<file path="config.mk">
export PLATFORM = sky130hd
export DESIGN_NAME = smx_alu
export DESIGN_NICKNAME = d
export VERILOG_FILES = /design/src/rtl/core/stack_machine_executor_top_assert.svh /design/src/rtl/core/smx_pkg.sv /design/src/rtl/core/smx_alu.sv
export SDC_FILE = /design/constraint.sdc
export NUM_CORES = 1
export LEC_CHECK = 0
export BUFFER_PORTS_ARGS = -buffer_cell sky130_fd_sc_hd__clkbuf_2
export CAP_MARGIN = 20
export CELL_PAD_IN_SITES_DETAIL_PLACEMENT = 1
export CELL_PAD_IN_SITES_GLOBAL_PLACEMENT = 2
export CORE_AREA = 3 3 285 259
export CTS_BUF_LIST = sky130_fd_sc_hd__clkbuf_16
export DETAILED_ROUTE_END_ITERATION = 8
export DIE_AREA = 0 0 288 262
export PLACE_DENSITY = 0.75
export SETUP_SLACK_MARGIN = 0.15
export SYNTH_ARGS = -nofsm -noshare
export SYNTH_HDL_FRONTEND = slang
export SYNTH_SLANG_ARGS = --single-unit
</file>
<file path="constraint.sdc">
create_clock -name clock -period 6.1 [get_ports clock]
set_clock_uncertainty 0.1 [all_clocks]
set_input_delay 0.305 -clock clock [delete_from_list [all_inputs] [get_ports clock]]
set_output_delay 0.305 -clock clock [all_outputs]
set_load 0.03 [all_outputs]
</file>
<file path="src/rtl/core/stack_machine_executor_top_assert.svh">
// ----------------------------------------------------------------------------
// stack_machine_executor_top_assert.svh
// Assertion macros shared by the stack machine executor RTL.
// ----------------------------------------------------------------------------
`ifndef STACK_MACHINE_EXECUTOR_TOP_ASSERT_SVH
`define STACK_MACHINE_EXECUTOR_TOP_ASSERT_SVH

// Same-cycle implication, disabled during reset
`define SMX_ASSERT_IMPLY(label, clk, rst, ante, cons) \
   label: assert property (@(posedge clk) disable iff (rst) (ante) |-> (cons)) \
      else $error("smx assertion failed");

// Next-cycle implication, disabled during reset
`define SMX_ASSERT_NEXT(label, clk, rst, ante, cons) \
   label: assert property (@(posedge clk) disable iff (rst) (ante) |=> (cons)) \
      else $error("smx assertion failed");

`endif

</file>
<file path="src/rtl/core/smx_pkg.sv">
// ----------------------------------------------------------------------------
// smx_pkg
// Types and constants of the stack machine executor.
// ----------------------------------------------------------------------------
package smx_pkg;

   localparam int DATA_W        = 64;
   localparam int PC_W          = 17;
   localparam int OP_W          = 5;
   localparam int STEP_W        = $clog2(DATA_W);
   localparam int PROGRAM_LIMIT = 65536;

   localparam logic [DATA_W-1:0] SIGN_MASK = {1'b1, {(DATA_W-1){1'b0}}};

   // Opcodes
   localparam logic [OP_W-1:0] OP_PUSH  = 5'd0;
   localparam logic [OP_W-1:0] OP_POP   = 5'd1;
   localparam logic [OP_W-1:0] OP_ADD   = 5'd2;
   localparam logic [OP_W-1:0] OP_SUB   = 5'd3;
   localparam logic [OP_W-1:0] OP_MUL   = 5'd4;
   localparam logic [OP_W-1:0] OP_DIV   = 5'd5;
   localparam logic [OP_W-1:0] OP_MOD   = 5'd6;
   localparam logic [OP_W-1:0] OP_LT    = 5'd7;
   localparam logic [OP_W-1:0] OP_LE    = 5'd8;
   localparam logic [OP_W-1:0] OP_GT    = 5'd9;
   localparam logic [OP_W-1:0] OP_GE    = 5'd10;
   localparam logic [OP_W-1:0] OP_EQ    = 5'd11;
   localparam logic [OP_W-1:0] OP_NE    = 5'd12;
   localparam logic [OP_W-1:0] OP_LOAD  = 5'd13;
   localparam logic [OP_W-1:0] OP_STASH = 5'd14;
   localparam logic [OP_W-1:0] OP_JUMP  = 5'd15;
   localparam logic [OP_W-1:0] OP_JZ    = 5'd16;
   localparam logic [OP_W-1:0] OP_EMIT  = 5'd17;
   localparam logic [OP_W-1:0] OP_HALT  = 5'd18;

   typedef enum logic [3:0] {
      ST_OK         = 4'd0,
      ST_HALTED     = 4'd1,
      ST_OVERFLOW   = 4'd2,
      ST_UNDERFLOW  = 4'd3,
      ST_BAD_SLOT   = 4'd4,
      ST_BAD_TARGET = 4'd5,
      ST_DIV_ZERO   = 4'd6,
      ST_MOD_ZERO   = 4'd7,
      ST_BAD_OP     = 4'd8,
      ST_RAN_OFF    = 4'd9,
      ST_STOPPED    = 4'd10
   } status_type;

   typedef enum logic [3:0] {
      ALU_ADD, ALU_SUB, ALU_MUL, ALU_DIV, ALU_MOD,
      ALU_SLT, ALU_SGE, ALU_EQ, ALU_NE
   } alu_op_type;

   typedef enum logic [2:0] {
      AL_IDLE, AL_NEGA, AL_NEGB, AL_ITER, AL_FIX, AL_DONE
   } alu_state_type;

   typedef enum logic [3:0] {
      EX_CLEAR, EX_IDLE, EX_DECODE, EX_RDB, EX_RDA, EX_ALU, EX_WAIT,
      EX_LOAD, EX_STORE, EX_POPTOP, EX_FINISH
   } ex_state_type;

   typedef struct packed {
      logic       start;
      alu_op_type op;
   } alu_cmd_type;

   typedef struct packed {
      logic              done;
      logic [DATA_W-1:0] result;
   } alu_rsp_type;

endpackage

</file>
<file path="src/rtl/core/smx_alu.sv">
// ----------------------------------------------------------------------------
// smx_alu
// Shared 65-bit adder under a small sequencer: add, subtract and compares
// computed on start; shift-add multiply and restoring divide, one bit per cycle.
// ----------------------------------------------------------------------------
module smx_alu (
   input  logic                clock,
   input  logic                reset,
   input  smx_pkg::alu_cmd_type cmd,
   input  logic [63:0]         a,
   input  logic [63:0]         b,
   output smx_pkg::alu_rsp_type rsp
);

   import smx_pkg::*;

   alu_state_type     state_ff, state_in;
   alu_op_type        op_ff, op_in;
   logic [DATA_W-1:0] acc_ff, acc_in;
   logic [DATA_W-1:0] opa_ff, opa_in;
   logic [DATA_W-1:0] opb_ff, opb_in;
   logic [DATA_W-1:0] res_ff, res_in;
   logic [STEP_W-1:0] cnt_ff, cnt_in;
   logic              neg_ff, neg_in;

   logic [DATA_W:0]   add_x, add_y;
   logic              add_ci;
   logic [DATA_W+1:0] add_s;
   logic              last_step;
   logic [DATA_W-1:0] fix_val;

   // The one shared adder
   assign add_s = {1'b0, add_x} + {1'b0, add_y} + {{(DATA_W+1){1'b0}}, add_ci};

   assign last_step = (cnt_ff == STEP_W'(DATA_W - 1));
   assign fix_val   = (op_ff == ALU_DIV) ? opa_ff : acc_ff;

   // Next state
   always_comb begin
      state_in = state_ff;
      unique case (state_ff)
         AL_IDLE: begin
            if (cmd.start) begin
               priority case (cmd.op)
                  ALU_MUL:          state_in = AL_ITER;
                  ALU_DIV, ALU_MOD: state_in = AL_NEGA;
                  default:          state_in = AL_DONE;
               endcase
            end
         end
         AL_NEGA: state_in = AL_NEGB;
         AL_NEGB: state_in = AL_ITER;
         AL_ITER: begin
            if (last_step) begin
               state_in = (op_ff == ALU_MUL) ? AL_DONE : AL_FIX;
            end
         end
         AL_FIX:  state_in = AL_DONE;
         AL_DONE: state_in = AL_IDLE;
         default: state_in = AL_IDLE;
      endcase
   end

   // Datapath
   always_comb begin
      op_in  = op_ff;
      acc_in = acc_ff;
      opa_in = opa_ff;
      opb_in = opb_ff;
      res_in = res_ff;
      cnt_in = cnt_ff;
      neg_in = neg_ff;
      add_x  = '0;
      add_y  = '0;
      add_ci = 1'b0;
      unique case (state_ff)
         AL_IDLE: begin
            if (cmd.start) begin
               op_in  = cmd.op;
               cnt_in = '0;
               acc_in = '0;
               opa_in = a;
               opb_in = b;
               neg_in = (cmd.op == ALU_DIV) ? (a[DATA_W-1] ^ b[DATA_W-1]) : a[DATA_W-1];
               unique case (cmd.op)
                  ALU_ADD: begin
                     add_x  = {1'b0, a};
                     add_y  = {1'b0, b};
                     res_in = add_s[DATA_W-1:0];
                  end
                  ALU_SUB, ALU_EQ, ALU_NE: begin
                     add_x  = {1'b0, a};
                     add_y  = ~{1'b0, b};
                     add_ci = 1'b1;
                     if (cmd.op == ALU_SUB) begin
                        res_in = add_s[DATA_W-1:0];
                     end else if (cmd.op == ALU_EQ) begin
                        res_in = {{(DATA_W-1){1'b0}}, (add_s[DATA_W-1:0] == '0)};
                     end else begin
                        res_in = {{(DATA_W-1){1'b0}}, (add_s[DATA_W-1:0] != '0)};
                     end
                  end
                  ALU_SLT, ALU_SGE: begin
                     // signed compare via sign-flipped unsigned subtract
                     add_x  = {1'b0, a ^ SIGN_MASK};
                     add_y  = ~{1'b0, b ^ SIGN_MASK};
                     add_ci = 1'b1;
                     res_in = {{(DATA_W-1){1'b0}},
                               (cmd.op == ALU_SGE) ? add_s[DATA_W+1] : ~add_s[DATA_W+1]};
                  end
                  default: begin
                  end
               endcase
            end
         end
         AL_NEGA: begin
            // magnitude of the dividend
            add_x  = {1'b0, ~opa_ff};
            add_ci = 1'b1;
            if (opa_ff[DATA_W-1]) begin
               opa_in = add_s[DATA_W-1:0];
            end
         end
         AL_NEGB: begin
            // magnitude of the divisor
            add_x  = {1'b0, ~opb_ff};
            add_ci = 1'b1;
            if (opb_ff[DATA_W-1]) begin
               opb_in = add_s[DATA_W-1:0];
            end
         end
         AL_ITER: begin
            cnt_in = cnt_ff + STEP_W'(1);
            if (op_ff == ALU_MUL) begin
               add_x  = {1'b0, acc_ff};
               add_y  = {1'b0, opa_ff};
               if (opb_ff[0]) begin
                  acc_in = add_s[DATA_W-1:0];
               end
               opa_in = {opa_ff[DATA_W-2:0], 1'b0};
               opb_in = {1'b0, opb_ff[DATA_W-1:1]};
               if (last_step) begin
                  res_in = acc_in;
               end
            end else begin
               // restoring divide step: trial subtract of the divisor
               add_x  = {acc_ff, opa_ff[DATA_W-1]};
               add_y  = ~{1'b0, opb_ff};
               add_ci = 1'b1;
               if (add_s[DATA_W+1]) begin
                  acc_in = add_s[DATA_W-1:0];
                  opa_in = {opa_ff[DATA_W-2:0], 1'b1};
               end else begin
                  acc_in = {acc_ff[DATA_W-2:0], opa_ff[DATA_W-1]};
                  opa_in = {opa_ff[DATA_W-2:0], 1'b0};
               end
            end
         end
         AL_FIX: begin
            // apply the sign to quotient or remainder
            add_x  = {1'b0, ~fix_val};
            add_ci = 1'b1;
            res_in = neg_ff ? add_s[DATA_W-1:0] : fix_val;
         end
         AL_DONE: begin
         end
         default: begin
         end
      endcase
   end

   // Control registers
   always_ff @(posedge clock) begin
      if (reset) begin
         state_ff <= AL_IDLE;
      end else begin
         state_ff <= state_in;
      end
   end

   // Datapath registers
   always_ff @(posedge clock) begin
      op_ff  <= op_in;
      acc_ff <= acc_in;
      opa_ff <= opa_in;
      opb_ff <= opb_in;
      res_ff <= res_in;
      cnt_ff <= cnt_in;
      neg_ff <= neg_in;
   end

   assign rsp.done   = (state_ff == AL_DONE);
   assign rsp.result = res_ff;

endmodule
</file>
Word level (Yosys, flattened, before mapping)
Cells that the tools add are included.
Operators by class
  bitwise gates (word level): 10
  add/sub/neg operators: 3
  equal/unequal tests: 22
  reduce and logical (&&, ||, !) cells: 22
  multiplexer cells: 44
Operators with widths (count)
  64-bit 2-to-1 mux: 16
  64-bit one-hot mux with 3 select lines: 4
  65-bit one-hot mux with 5 select lines: 1
  64-bit one-hot mux with 2 select lines: 2
  65-bit 2-to-1 mux: 3
  64-bit inverter with 65-bit output: 3
  65-bit one-hot mux with 3 select lines: 1
  64-bit inverter: 3
  65-bit one-hot mux with 2 select lines: 1
  65-bit by 65-bit adder with 66-bit output: 1
  66-bit by 1-bit adder with 66-bit output: 1
  64-bit logical NOT: 1
  64-bit nonzero test: 1
  4-bit by 2-bit == test with 1-bit output, second input constant: 4
  4-bit by 3-bit == test with 1-bit output, second input constant: 4
  3-bit one-hot mux with 5 select lines: 1
  6-bit one-hot mux with 2 select lines: 1
  2-bit != test, second input constant: 5
  1-bit 2-to-1 mux: 9
  3-bit nonzero test: 3
  2-bit AND reduction: 4
  6-bit by 1-bit adder with 6-bit output, second input constant: 1
  3-bit by 2-bit == test with 1-bit output, second input constant: 2
  3-bit == test, second input constant: 2
  21 further kinds: 27
Word-level totals
  output and inout bits: 65
  input port bits: 135
  word-level logic and storage cells: 111
  bits in registers: 270

Depth between registers and ports, before layout
  depth after elaboration: 13
  mapped depth: 26
  gate-level depth less buffers: 21

Worst setup path before layout
No wires, ideal clock.
  kind: register -> register
  from: register op_ff[3]
  to: register res_ff[0], data pin
  period minus slack after synthesis: 5.704 ns
  setup time: 0.130 ns
  data required time: 5.870 ns
  cell stages (with the launch flop): 23
  path slack: 0.396 ns
  arrival: 5.474 ns
  path buffers: 5
  path through: edfxtp_1 -> nor2_1 -> and3_1 -> clkbuf_1 -> buf_1 -> clkbuf_1 -> clkbuf_1 -> mux2i_1 -> a21oi_1 -> nand2_1 -> ha_1 -> buf_6 -> nand4_4 -> or3_4 -> or4_4 -> nand2_4 -> a41oi_2 -> o41ai_2 -> xnor2_1 -> nand4bb_2 -> nor4_2 -> mux2_1 -> nand2_1
On the way
  word-level cells in the longest chain between the ends: 12
  elaborated cells between the ends (all ways): 25
  those cells by class: 2 x add/sub; 2 x eq/ne; 17 x mux; 2 x bitwise; 2 x reduce/logical
Ends and longest elaborated chain
  start, declared: line smx_alu.sv:18  | alu_op_type op_ff, op_in;
  start signal, assigned: line smx_alu.sv:183  | op_ff <= op_in;
  4-bit by 2-bit == test with 1-bit output: line smx_alu.sv:36  | assign fix_val = (op_ff == ALU_DIV) ? opa_ff : acc_ff;
  64-bit 2-to-1 mux: line smx_alu.sv:36
  64-bit inverter: line smx_alu.sv:161  | add_x = {1'b0, ~fix_val};
  65-bit one-hot mux with 5 select lines: line smx_alu.sv:76  | unique case (state_ff)
  65-bit by 65-bit adder with 66-bit output: line smx_alu.sv:33  | assign add_s = {1'b0, add_x} + {1'b0, add_y} + {{(DATA_W+1){1'b0}}, add_ci};
  66-bit by 1-bit adder with 66-bit output: line smx_alu.sv:33
  64-bit nonzero test / 64-bit logical NOT (equally long branches): line smx_alu.sv:100, smx_alu.sv:98
  1-bit 2-to-1 mux: line smx_alu.sv:97  | end else if (cmd.op == ALU_EQ) begin
  64-bit 2-to-1 mux: line smx_alu.sv:95  | if (cmd.op == ALU_SUB) begin
  64-bit one-hot mux with 3 select lines: line smx_alu.sv:85  | unique case (cmd.op)
  64-bit 2-to-1 mux: line smx_alu.sv:78  | if (cmd.start) begin
  64-bit one-hot mux with 3 select lines (*): line smx_alu.sv:76
  net res_in[0]: line smx_alu.sv:22  | logic [DATA_W-1:0] res_ff, res_in;
  end signal, assigned: line smx_alu.sv:187  | res_ff <= res_in;
  end, declared: line smx_alu.sv:22
The timed path passes the listed nets; every way through them passes the cells marked *. The select of a mux whose other input is x is not followed.
A chain may end at the register's enable or synchronous reset.

Final worst setup path
Ends and elaborated chain as after synthesis.

==> results.py <==
metrics = {
    "status": {
        "status": "finished clean",
    },
    "sta": {
        "hold_slack_ns": 0.0119,
        "fmax_ghz": 0.174,
        "finalHoldViolCount": 0,
        "setup_viol": 0,
        "max_slew.worst_pin.slew_ns": 1.17,
        "final.period_utilization": 0.941,
        "fin_tns_setup_ns": 0,
        "fin_crit_ns": 5.74,
        "drv_slew": 0,
        "relSlewSlack": 0.220,
        "rsz0062_at_grt": "false",
    },
    "clock_tree": {
        "cts_made_buffers": 39,
        "path_clk_slew_ns": 0.06,
        "cts_root_buf": "clkbuf_16",
        "numClockSinks": 270,
        "clk_path_buf_depth": 3,
        "clock_latency_ns": 0.58,
        "ctsHtreeMaxLevel": 2,
        "cts_tree": "yes",
    },
    "global_routing": {
        "antenna_found_initial": 3,
        "grt_pass1_wl_mm": 178,
        "gr-total-overflow": 0,
        "grt_pass1_vias": 26800,
        "grt.total_usage": 0.308,
        "grt_max_degree": 67,
    },
    "critical_path": {
        "worstPathMaxFanout": 23,
        "path_buf_inv": 1,
        "arrival_ns": 6.07,
        "cpMaxStageDelayCell": "a2111o_1",
        "path_cells": "nor2_2 > and3_4 > buf_12 > mux2_2 > o221ai_1 > ha_2 > a21oi_1 > o21ai_1 > a21o_1 > a211o_1 > o211a_1 > a2111o_1 > nand4b_4 > nor4_2 > nand4_1 > nor4_4 > mux2_1 > nand2_1",
        "crit_path_start_kind": "flip-flop",
        "path_delay_family": "compound AO/OA/AOI/OAI gates",
        "crit_required_ns": 6.43,
        "worstSetupEndpointType": "flip-flop",
        "slowest_delay_ns": 0.48,
        "worstSetupPathType": "flip-flop to flip-flop",
    },
    "logic_synthesis": {
        "synthMuxAreaShare": 0.0623,
        "synth_simple_gate_area_frac": 0.180,
        "ys_ff_latch": 270,
        "synth_top_family_by_area": "compound AO/OA/AOI/OAI gates",
        "synth_top_cell_by_area": "edfxtp_1",
        "syn_avg_cell_area_um2": 8.10,
        "synthAdderAreaFrac": 0.0355,
        "yosysSeqAreaShare": 0.336,
        "synth_async_sr_flop_share": 0,
        "ys.flop_type": "edfxtp_1",
        "syn_inst": 2968,
        "yosysUniqueCellTypes": 106,
        "yosys.area.top_type_share": 0.334,
        "synth_area_leaders": "edfxtp_1 (33%), a21oi_1 (8.8%), nor2_1 (6.0%)",
        "synth_xor_xnor_area_share": 0.0186,
        "synth_compound_area_frac": 0.312,
        "syn_nets": 3170,
        "ys_warn_count": 0,
        "synth-edff-count": 267,
        "netlist_area_mm2": 0.0240,
    },
    "floorplan": {
        "std_cell_rows": 93,
        "ios": 200,
        "die_area_mm2": 0.0755,
        "coreArea_mm2": 0.0712,
        "die_w_um": 288,
        "initial_core_util": 0.337,
        "die_height_um": 262,
    },
    "place": {
        "place.gp.congestion": 0.981,
        "dpl_cell_area_mm2": 0.0267,
        "dp_hpwl_mm": 84.3,
        "portBuffers": 199,
    },
    "route": {
        "drt_pre_antenna_iters": 6,
        "wl_mm": 121,
        "num_vias": 26700,
        "drtIter0Drc": 2962,
        "ant_nets": 0,
        "wl_per_cell_um": 29.1,
        "vias_per_cell": 6.41,
        "remaining_drc_errors": 0,
    },
    "flow_run": {
        "drv_cap": 0,
    },
    "cells_and_area": {
        "n_fill_cell": 8495,
        "finalNetCount": 3389,
        "multiInputGateArea_mm2": 0.0149,
        "final_cell_mix": "a21oi_1 (419), nor2_1 (381), nand2_1 (330), edfxtp_1 (267), clkbuf_2 (199)",
        "regArea_mm2": 0.00808,
        "final_common_cell": "a21oi_1",
        "areaGrowthSynthToFinish_pct": 20.9,
        "fin_area_mm2": 0.0290,
        "drive_gt1_frac": 0.174,
    },
    "pwr": {
        "ir_drop_uv": 230,
        "power.density_mw_per_mm2": 477,
        "p_leak_nw": 11.1,
    },
    "worst_hold_path": {
        "hp-class": "input port to flip-flop",
    },
}
-- metrics by stage --
step | setup WS [ns] | util | std cells | total power, mW
CTS | 0.185 | 0.404 | 4156 | 13.6
finish | 0.357 | 0.408 | 4168 | 13.9
global route | 0.143 | 0.408 | 4168 | 14.5
detailed placement | 0.0243 | 0.375 | 4012 | 11.0
global placement | 0.125 | 0.374 | 4011 | 10.8
floorplan | 0.396 | - | 2968 | 7.92
-- Yosys cell counts (9+ instances only) --
cell type  instances
xor2_1            23
a222oi_1          34
a221oi_1          52
a31oi_1           10
inv_1             66
a22oi_1           37
o21ai_0          129
buf_1             25
nand3_1           21
a21oi_1          423
xnor2_1           28
clkbuf_1         192
nand2_1          334
o211ai_1          17
or3_1             19
o21ai_1           11
a21o_1            20
o21a_1            10
o22ai_1          148
a211oi_1          72
nor2b_1           31
nor3_1            44
and3_1            16
and2_1            21
o21bai_1           9
nor4_1            13
nor2_1           383
ha_1              65
mux2i_1          109
nand4_1           32
edfxtp_1         267
buf_2             21
buf_6             11
mux2_2            35
nand2b_1          16
o221ai_1          75
-- worst reg2reg max path, delay by kind of cell, from the launching register on --
| kind | cells | cell delay [ns] |
|---|---|---|
| compound gates | 7 | 2.01 |
| fa+ha+maj | 1 | 0.42 |
| buf+inv | 1 | 0.23 |
| flops | 1 | 0.38 |
| mux | 2 | 0.79 |
| simple gates | 7 | 1.65 |
-- layer usage --
layer | wire length (um) | track usage | vias up
li1 | - | - | 11800
met3 | 8690 | 0.0371 | 218
met2 | 54700 | 0.497 | 1269
met5 | 0 | 0 | -
met4 | 3530 | 0.0857 | 0
met1 | 54200 | 0.436 | 13500
-- area by class of cell --
cell class / count / share of cell area
Timing Repair Buffer: 433 / 0.113
Multi-Input combinational cell: 2377 / 0.512
Clock buffer: 41 / 0.0353
Sequential cell: 270 / 0.278
Tap cell: 950 / 0.0409
Inverter: 66 / 0.00853
Clock inverter: 30 / 0.0118
Antenna cell: 1 / 0.0000862
-- flip-flops by register name (all words and copies together) (netlist names) --
register	flops
op_ff	4
cnt_ff	6
opa_ff	64
neg_ff	1
res_ff	64
opb_ff	64
state_ff	3
acc_ff	64
-- repair_timing --
item	4_1_cts	5_1_grt
hold buffers	73	0
setup endpoints to repair	0	19
endpoints found under the hold margin	75	0
buffers inserted	0	9
gates resized for setup	0	36
-- logic make-up (layout without fill, tap and decap cells) --
family          Yosys count  in the layout
compound gates         1143           1143
simple gates            971            971
buf+inv                 321            570
flops                   270            270
mux                     145            145
fa+ha+maj                67             67
xor+xnor                 51             51
other cells               0              1
-- where the power goes --
part | leakage (nW) | internal [mW] | switching, mW
Clock | 0.696 | 1.55 | 0.978
Sequential | 2.60 | 2.93 | 0.546
Combinational | 7.81 | 2.51 | 5.34
-- final timing paths --
kind | slack, ns | startpoint | depth (start not counted) | to
hold / removal | 0.01 | a[9] | 3 | opa_ff[9]$_DFFE_PP_
hold reg to reg | 0.51 | state_ff[1]$_SDFFE_PP0P_ | 3 | state_ff[2]$_SDFFE_PP0P_
setup reg to reg | 0.36 | op_ff[3]$_DFFE_PP_ | 18 | res_ff[0]$_DFFE_PP_
setup / recovery | 0.36 | op_ff[3]$_DFFE_PP_ | 18 | res_ff[0]$_DFFE_PP_
No activity file was read; power rests on OpenSTA's default activity.
